### config.mk
export PLATFORM = sky130hd
export DESIGN_NAME = dsu_sequencer
export DESIGN_NICKNAME = d
export VERILOG_FILES = /design/src/design/dsu_pkg.sv /design/src/design/dsu_sequencer.sv
export VERILOG_INCLUDE_DIRS = /design/src /design/src/design
export SDC_FILE = /design/constraint.sdc
export NUM_CORES = 1
export LEC_CHECK = 0
export ABC_AREA = 1
export BUFFER_PORTS_ARGS = -buffer_cell sky130_fd_sc_hd__buf_2
export CAP_MARGIN = 20
export CORE_MARGIN = 2
export CORE_UTILIZATION = 55
export CTS_BUF_LIST = sky130_fd_sc_hd__clkbuf_8 sky130_fd_sc_hd__clkbuf_16
export CTS_CLUSTER_DIAMETER = 120
export DETAILED_ROUTE_END_ITERATION = 8
export PLACE_DENSITY = 0.86
export SLEW_MARGIN = 20
export SYNTH_ARGS = -nofsm -noshare
export SYNTH_HDL_FRONTEND = slang
export SYNTH_SLANG_ARGS = --single-unit
### constraint.sdc
create_clock -name clock -period 1.75 [get_ports clock]
set_input_delay 0.0875 -clock clock [delete_from_list [all_inputs] [get_ports clock]]
set_output_delay 0.0875 -clock clock [all_outputs]
set_load 0.1 [all_outputs]
### src/design/assert_macros.svh
// assertion macros shared by the disjoint-set union engine modules
// no dependencies; each macro expands to one labeled concurrent assertion
`ifndef ASSERT_MACROS_SVH
`define ASSERT_MACROS_SVH

// same-cycle implication, disabled while reset is high
`define DSU_ASSERT_IMPLIES(label, clk, rst, ante, cons, msg) \
   label: assert property (@(posedge clk) disable iff (rst) (ante) |-> (cons)) \
      else $error(msg);

// next-cycle implication, disabled while reset is high
`define DSU_ASSERT_NEXT(label, clk, rst, ante, cons, msg) \
   label: assert property (@(posedge clk) disable iff (rst) (ante) |=> (cons)) \
      else $error(msg);

`endif

### src/design/dsu_pkg.sv
// types, codes and the control store of the disjoint-set union engine
// no dependencies; imported by the sequencer, the datapath and the top level
package dsu_pkg;

   // fixed field widths of the beats
   localparam int NODE_W     = 10;
   localparam int SIZE_OUT_W = 11;

   typedef struct packed {
      logic [NODE_W-1:0] node_a;
      logic [NODE_W-1:0] node_b;
   } req_type;

   typedef struct packed {
      logic                  joined;
      logic [NODE_W-1:0]     root_after;
      logic [SIZE_OUT_W-1:0] set_size_after;
   } rsp_type;

   // datapath actions
   localparam int ACT_W = 4;
   typedef logic [ACT_W-1:0] act_type;
   localparam act_type ACT_CLEAR      = 4'd0;
   localparam act_type ACT_IDLE       = 4'd1;
   localparam act_type ACT_FIND_START = 4'd2;
   localparam act_type ACT_FIND_STEP  = 4'd3;
   localparam act_type ACT_COMP_START = 4'd4;
   localparam act_type ACT_COMP_STEP  = 4'd5;
   localparam act_type ACT_SIZE_A     = 4'd6;
   localparam act_type ACT_SIZE_B     = 4'd7;
   localparam act_type ACT_MERGE      = 4'd8;

   // which node a walk works on
   localparam logic SEL_A = 1'b0;
   localparam logic SEL_B = 1'b1;

   // jump conditions
   localparam int COND_W = 3;
   typedef logic [COND_W-1:0] cond_type;
   localparam cond_type COND_ALWAYS         = 3'd0;
   localparam cond_type COND_NOT_GO         = 3'd1;
   localparam cond_type COND_NOT_ROOT       = 3'd2;
   localparam cond_type COND_NOT_AT_ROOT    = 3'd3;
   localparam cond_type COND_NOT_CLEAR_LAST = 3'd4;

   // step addresses of the control store
   localparam int STEP_W = 4;
   typedef logic [STEP_W-1:0] step_type;
   localparam step_type STEP_CLEAR    = 4'd0;
   localparam step_type STEP_IDLE     = 4'd1;
   localparam step_type STEP_FIND_A   = 4'd2;
   localparam step_type STEP_WALK_A   = 4'd3;
   localparam step_type STEP_COMP_A   = 4'd4;
   localparam step_type STEP_CWALK_A  = 4'd5;
   localparam step_type STEP_FIND_B   = 4'd6;
   localparam step_type STEP_WALK_B   = 4'd7;
   localparam step_type STEP_COMP_B   = 4'd8;
   localparam step_type STEP_CWALK_B  = 4'd9;
   localparam step_type STEP_SIZE_A   = 4'd10;
   localparam step_type STEP_SIZE_B   = 4'd11;
   localparam step_type STEP_MERGE    = 4'd12;

   // control word as seen by the datapath
   typedef struct packed {
      act_type act;
      logic    sel;
   } dp_ctrl_type;

   // status flags back to the sequencer
   typedef struct packed {
      logic go;
      logic not_root;
      logic not_at_root;
      logic clear_last;
   } dp_status_type;

   // one control store word: jump to target when cond holds, else fall through
   typedef struct packed {
      dp_ctrl_type ctrl;
      cond_type    cond;
      step_type    target;
   } ucode_type;

   function automatic ucode_type ucode_rom(input step_type step);
      ucode_type w;
      case (step)
         STEP_CLEAR:   w = '{ctrl: '{act: ACT_CLEAR, sel: SEL_A},
                             cond: COND_NOT_CLEAR_LAST, target: STEP_CLEAR};
         STEP_IDLE:    w = '{ctrl: '{act: ACT_IDLE, sel: SEL_A},
                             cond: COND_NOT_GO, target: STEP_IDLE};
         STEP_FIND_A:  w = '{ctrl: '{act: ACT_FIND_START, sel: SEL_A},
                             cond: COND_NOT_GO, target: STEP_WALK_A};
         STEP_WALK_A:  w = '{ctrl: '{act: ACT_FIND_STEP, sel: SEL_A},
                             cond: COND_NOT_ROOT, target: STEP_WALK_A};
         STEP_COMP_A:  w = '{ctrl: '{act: ACT_COMP_START, sel: SEL_A},
                             cond: COND_ALWAYS, target: STEP_CWALK_A};
         STEP_CWALK_A: w = '{ctrl: '{act: ACT_COMP_STEP, sel: SEL_A},
                             cond: COND_NOT_AT_ROOT, target: STEP_CWALK_A};
         STEP_FIND_B:  w = '{ctrl: '{act: ACT_FIND_START, sel: SEL_B},
                             cond: COND_ALWAYS, target: STEP_WALK_B};
         STEP_WALK_B:  w = '{ctrl: '{act: ACT_FIND_STEP, sel: SEL_B},
                             cond: COND_NOT_ROOT, target: STEP_WALK_B};
         STEP_COMP_B:  w = '{ctrl: '{act: ACT_COMP_START, sel: SEL_B},
                             cond: COND_ALWAYS, target: STEP_CWALK_B};
         STEP_CWALK_B: w = '{ctrl: '{act: ACT_COMP_STEP, sel: SEL_B},
                             cond: COND_NOT_AT_ROOT, target: STEP_CWALK_B};
         STEP_SIZE_A:  w = '{ctrl: '{act: ACT_SIZE_A, sel: SEL_A},
                             cond: COND_ALWAYS, target: STEP_SIZE_B};
         STEP_SIZE_B:  w = '{ctrl: '{act: ACT_SIZE_B, sel: SEL_B},
                             cond: COND_ALWAYS, target: STEP_MERGE};
         STEP_MERGE:   w = '{ctrl: '{act: ACT_MERGE, sel: SEL_B},
                             cond: COND_ALWAYS, target: STEP_IDLE};
         default:      w = '{ctrl: '{act: ACT_IDLE, sel: SEL_A},
                             cond: COND_ALWAYS, target: STEP_IDLE};
      endcase
      return w;
   endfunction

endpackage

### src/design/dsu_sequencer.sv
// microcode sequencer: step counter, control store lookup and conditional jumps
// depends on dsu_pkg and assert_macros.svh
`include "assert_macros.svh"

module dsu_sequencer (
   input  logic                   clock,
   input  logic                   reset,
   input  dsu_pkg::dp_status_type status,
   output dsu_pkg::dp_ctrl_type   ctrl
);
   import dsu_pkg::*;

   step_type  step_ff, step_in;
   ucode_type word;
   logic      jump;

   // current control word
   assign word = ucode_rom(step_ff);
   assign ctrl = word.ctrl;

   // jump condition select
   always_comb begin
      case (word.cond)
         COND_ALWAYS:         jump = 1'b1;
         COND_NOT_GO:         jump = !status.go;
         COND_NOT_ROOT:       jump = status.not_root;
         COND_NOT_AT_ROOT:    jump = status.not_at_root;
         COND_NOT_CLEAR_LAST: jump = !status.clear_last;
         default:             jump = 1'b0;
      endcase
      step_in = jump ? word.target : step_ff + STEP_W'(1);
   end

   // step counter, starts with the clearing pass
   always_ff @(posedge clock) begin
      if (reset) begin
         step_ff <= STEP_CLEAR;
      end else begin
         step_ff <= step_in;
      end
   end

   // an accepted in-range beat always starts the walk of node a
   `DSU_ASSERT_NEXT(a_go_starts_walk, clock, reset,
      (step_ff == STEP_IDLE) && status.go, step_ff == STEP_FIND_A,
      "accepted beat did not start the walk")

   // a walk step only repeats while the root is not reached
   `DSU_ASSERT_NEXT(a_walk_exit, clock, reset,
      (step_ff == STEP_WALK_A) && !status.not_root, step_ff == STEP_COMP_A,
      "walk of node a did not leave at its root")

endmodule

After elaboration in Yosys (flattened, before gate mapping)
Memory sizes are Yosys's and may differ from the RTL's. A register that Yosys moved wholly into a read port is not among the register bits. Cells that the tools add are included.

Eq/ne operators: 4. Add/sub/neg operators: 1. Reductions and logical operators: 3. Muxes and demuxes: 3.

Operators with widths (number): $mux 4 (2); $eq 3x2->1 const B (2); $pmux 1 s5 (1); $add 4x1->4 const B (1); $eq 3x1->1 const B (1); $eq 3x3->1 const B (1); $logic_not 3->1 (1); $logic_not 1->1 (2).

Register bits: 4. ROM bits: 192. Memories: 1. Input bits: 6.

Memory list: (no name shown) (words 16, bits a word 12, rd ports 1, clocked after memory_dff 1, write ports 0, line dsu_pkg.sv:86) `case (step)`.

Depth between registers and ports, before layout
Depth in word-level cells: 4. Depth in mapped cells: 12. Gate-level depth less buffers: 12.

Least setup slack after synthesis
OpenSTA, ideal clock, no wires.

Kind: register to register. Start: register, netlist name word[4]. End: register, netlist name word[4]. Slack: 0.249 ns. Cell stages (with the launch flop): 12. Data arrival time: 1.442 ns. Data required time: 1.691 ns. Cells stage by stage: dfxtp_1 > nand3_1 > nand2_2 > nand2_4 > nand3_1 > nand2_1 > nor2_1 > ha_1 > nand4_1 > nand2_1 > nand2_1 > nand2_1.

Longest elaborated chain between the ends: 4. Elaborated cells on any way between the ends: 8. Those cells by class: eq/ne (4); mux (3); reduce/logical (1).

RTL lines: $eq 3x3->1, or another cell as far along (line dsu_sequencer.sv:23) `case (word.cond)`; $pmux 1 s5 (*) (line dsu_sequencer.sv:23); $mux 4 (*) (line dsu_sequencer.sv:31) `step_in = jump ? word.target : step_ff + STEP_W'(1);`; $mux 4 (no line) (*).

Mark *: on every way between the ends. The rest lies on a longest branch, timed or not. A chain may end at the register's enable or synchronous reset.

Final worst setup path
Start: register, netlist name word[6]. End: register, netlist name word[4].

Longest elaborated chain between the ends: 4. Elaborated cells on any way between the ends: 8. Those cells by class: eq/ne (4); mux (3); reduce/logical (1).

RTL lines (line): $eq 3x3->1, or another cell as far along (dsu_sequencer.sv:23); $pmux 1 s5 (*) (dsu_sequencer.sv:23); $mux 4 (*) (dsu_sequencer.sv:31); $mux 4 (no line) (*).

Marked as above.

==> impl_metrics.json <==
{
  "drive_gt1_share_pct": 28.3,
  "critPathCaptureType": "flip-flop",
  "dp_hpwl_mm": 1.31,
  "drt-initial-drc-count": 10,
  "grt_pass1_vias": 688,
  "wl_per_cell_um": 12.4,
  "drc_errors": 0,
  "first_pass_iters": 4,
  "synth_top_area_share_pct": 35.1,
  "hold_violations": 0,
  "clock_path_buffers": 2,
  "ys_ff_latch": 16,
  "post_drt_via_cell_ratio": 5.20,
  "post-cts-setup-buffers": 0,
  "wl_mm": 1.77,
  "r2r_cells": 12,
  "synth_seq_area_share_pct": 35.1,
  "yosysTopAreaCell": "dfxtp_1",
  "area_delta_synth_final_pct": 11.0,
  "die_area_um2": 2000,
  "grt.overflow.total": 0,
  "placed_cell_area_um2": 961,
  "cts_tree": "built",
  "clock_sinks": 16,
  "period_needed_ns": 1.64,
  "worst-path-max-fanout": 4,
  "grt_start_max_net_pins": 11,
  "vias": 744,
  "dieWidth_um": 44.8,
  "crit_required_ns": 1.94,
  "grt_use_total_pct": 19.3,
  "status": "complete, no violations",
  "yosysWarnings": 0,
  "htreeDepth": 1,
  "synth_cell_types": 18,
  "clock_skew_ns": 0.00105,
  "cts_buffers": 3,
  "synth_area_um2": 913,
  "root_buffer": "clkbuf_8",
  "initial_core_util_pct": 59.9,
  "cts.clk_slew.worst_paths_ns": 0.06,
  "period_share_pct": 93.9,
  "antenna_left": 0,
  "cts_hold_buf": 0,
  "port_buffers": 10,
  "ctsResizeCount": 0,
  "relSlewSlack_pct": 67.7,
  "fin_nets": 142,
  "rows": 14,
  "antenna_found_initial": 0,
  "worstPathArrival_ns": 1.83,
  "worst_setup_path_start_kind": "flip-flop",
  "drv_slew": 0,
  "hold_path_depth": 2,
  "clock.fmax_mhz": 608,
  "clkLatencyLatePin_ns": 0.25,
  "hp-class": "input port to flip-flop",
  "gp_congestion": 0.819,
  "worstSetupPathType": "flip-flop to flip-flop",
  "die_h_um": 44.8,
  "core_area_um2": 1520,
  "grt_pass1_wl_mm": 2.78,
  "syn-num-nets": 130,
  "worst_slew_pin_slew_ns": 0.488,
  "n_antenna_cell": 0,
  "cap_violations": 0,
  "synth_area_per_cell_um2": 7.81,
  "synthTopCellsByArea": "dfxtp_1 35%, nand2_1 11%, ha_1 9.6%",
  "io_pins": 11,
  "fill_cells": 129,
  "setup_viol": 0,
  "synth_cells": 117,
  "postLayoutCellArea_um2": 1010
}
-- kinds of logic after synthesis --
logic type | synth area share, %
fa+ha+maj | 9.59
compound gates | 1.10
xor+xnor | 1.92
flops | 35.1
simple gates | 40.8
buf+inv | 11.5
-- per-stage QoR --
step / setup WS [ns] / std cells / utilization, % / hold slack, ns / TNS [ns]
after CTS: 0.0416 / 143 / 65.8 / 0.0968 / 0
after floorplan: 0.249 / 117 / - / 0.173 / 0
after detailed placement: 0.0662 / 140 / 63.1 / 0.352 / 0
after global routing: -0.0780 / 143 / 66.5 / 0.112 / -0.122
after global placement: 0.121 / 140 / 63.1 / 0.350 / 0
final: 0.106 / 143 / 66.5 / 0.0963 / 0
-- worst max-delay path, cell delays in order, from the launching register on --
cell	delay (ns)
dfxtp_1	0.30
inv_1	0.11
nand2_1	0.07
nand2_1	0.10
nand2_4	0.08
nand3_1	0.11
nand2_1	0.10
nor2_2	0.22
ha_1	0.22
nand4_1	0.10
nand2_1	0.08
nand2_1	0.04
nand2_1	0.05
-- layer usage --
metal / share of wire [%] / routed length (µm) / global-route usage (%)
met5: 0 / 0 / 0
met4: 3.0 / 53 / 10.9
met3: 4.2 / 74 / 1.20
met2: 53 / 945 / 35.1
met1: 40 / 701 / 22.2
-- state kept, by name, indices dropped and copies added (netlist names) --
| name | count |
|---|---|
| word | 12 |
| step_ff | 4 |
-- final cells by class --
| type | instances | area [µm²] | area share (%) |
|---|---|---|---|
| Sequential cell | 16 | 322 | 31.7 |
| Timing Repair Buffer | 12 | 65.1 | 6.42 |
| Clock buffer | 3 | 41.3 | 4.07 |
| Tap cell | 16 | 20.0 | 1.98 |
| Inverter | 18 | 67.6 | 6.67 |
| Multi-Input combinational cell | 78 | 498 | 49.1 |
-- cells in the final DEF, fill, tap and decap left out, types with 2 or more instances in the layout --
| cell type | count |
|---|---|
| nand2_1 | 26 |
| inv_1 | 15 |
| dfxtp_1 | 15 |
| nand3_1 | 14 |
| buf_2 | 10 |
| nor2_1 | 9 |
| ha_1 | 7 |
| nand2_4 | 5 |
| nand2_2 | 4 |
| inv_2 | 3 |
| nor2_2 | 3 |
| clkbuf_8 | 3 |
| nand3_4 | 2 |
| nand3_2 | 2 |
| o21ai_0 | 2 |
| buf_4 | 2 |
-- path summary, 6_finish.rpt --
kind	startpoint	to	slack [ns]
hold / removal	reset	step_ff[3]$_SDFF_PP0_	0.1
setup / recovery	word[6]$_SDFF_PP0_	word[4]$_DFF_P_	0.11
hold reg to reg	word[0]$_DFF_P_	step_ff[0]$_SDFF_PP0_	0.54
setup reg to reg	word[6]$_SDFF_PP0_	word[4]$_DFF_P_	0.11
-- cell usage after synthesis --
cell / instances
nand2_1: 26
dfxtp_1: 16
inv_1: 15
nand3_1: 14
nor2_1: 10
ha_1: 7
buf_4: 5
nand2_4: 5
nand2_2: 4
inv_2: 3
nand3_2: 3
nor2_2: 2
o21ai_0: 2
nand3_4: 1
nand4_1: 1
nor2_8: 1
xnor2_1: 1
xor2_1: 1
Power is not shown: default switching activity piles up to over one toggle a cycle in this logic, so the estimate is an artifact.
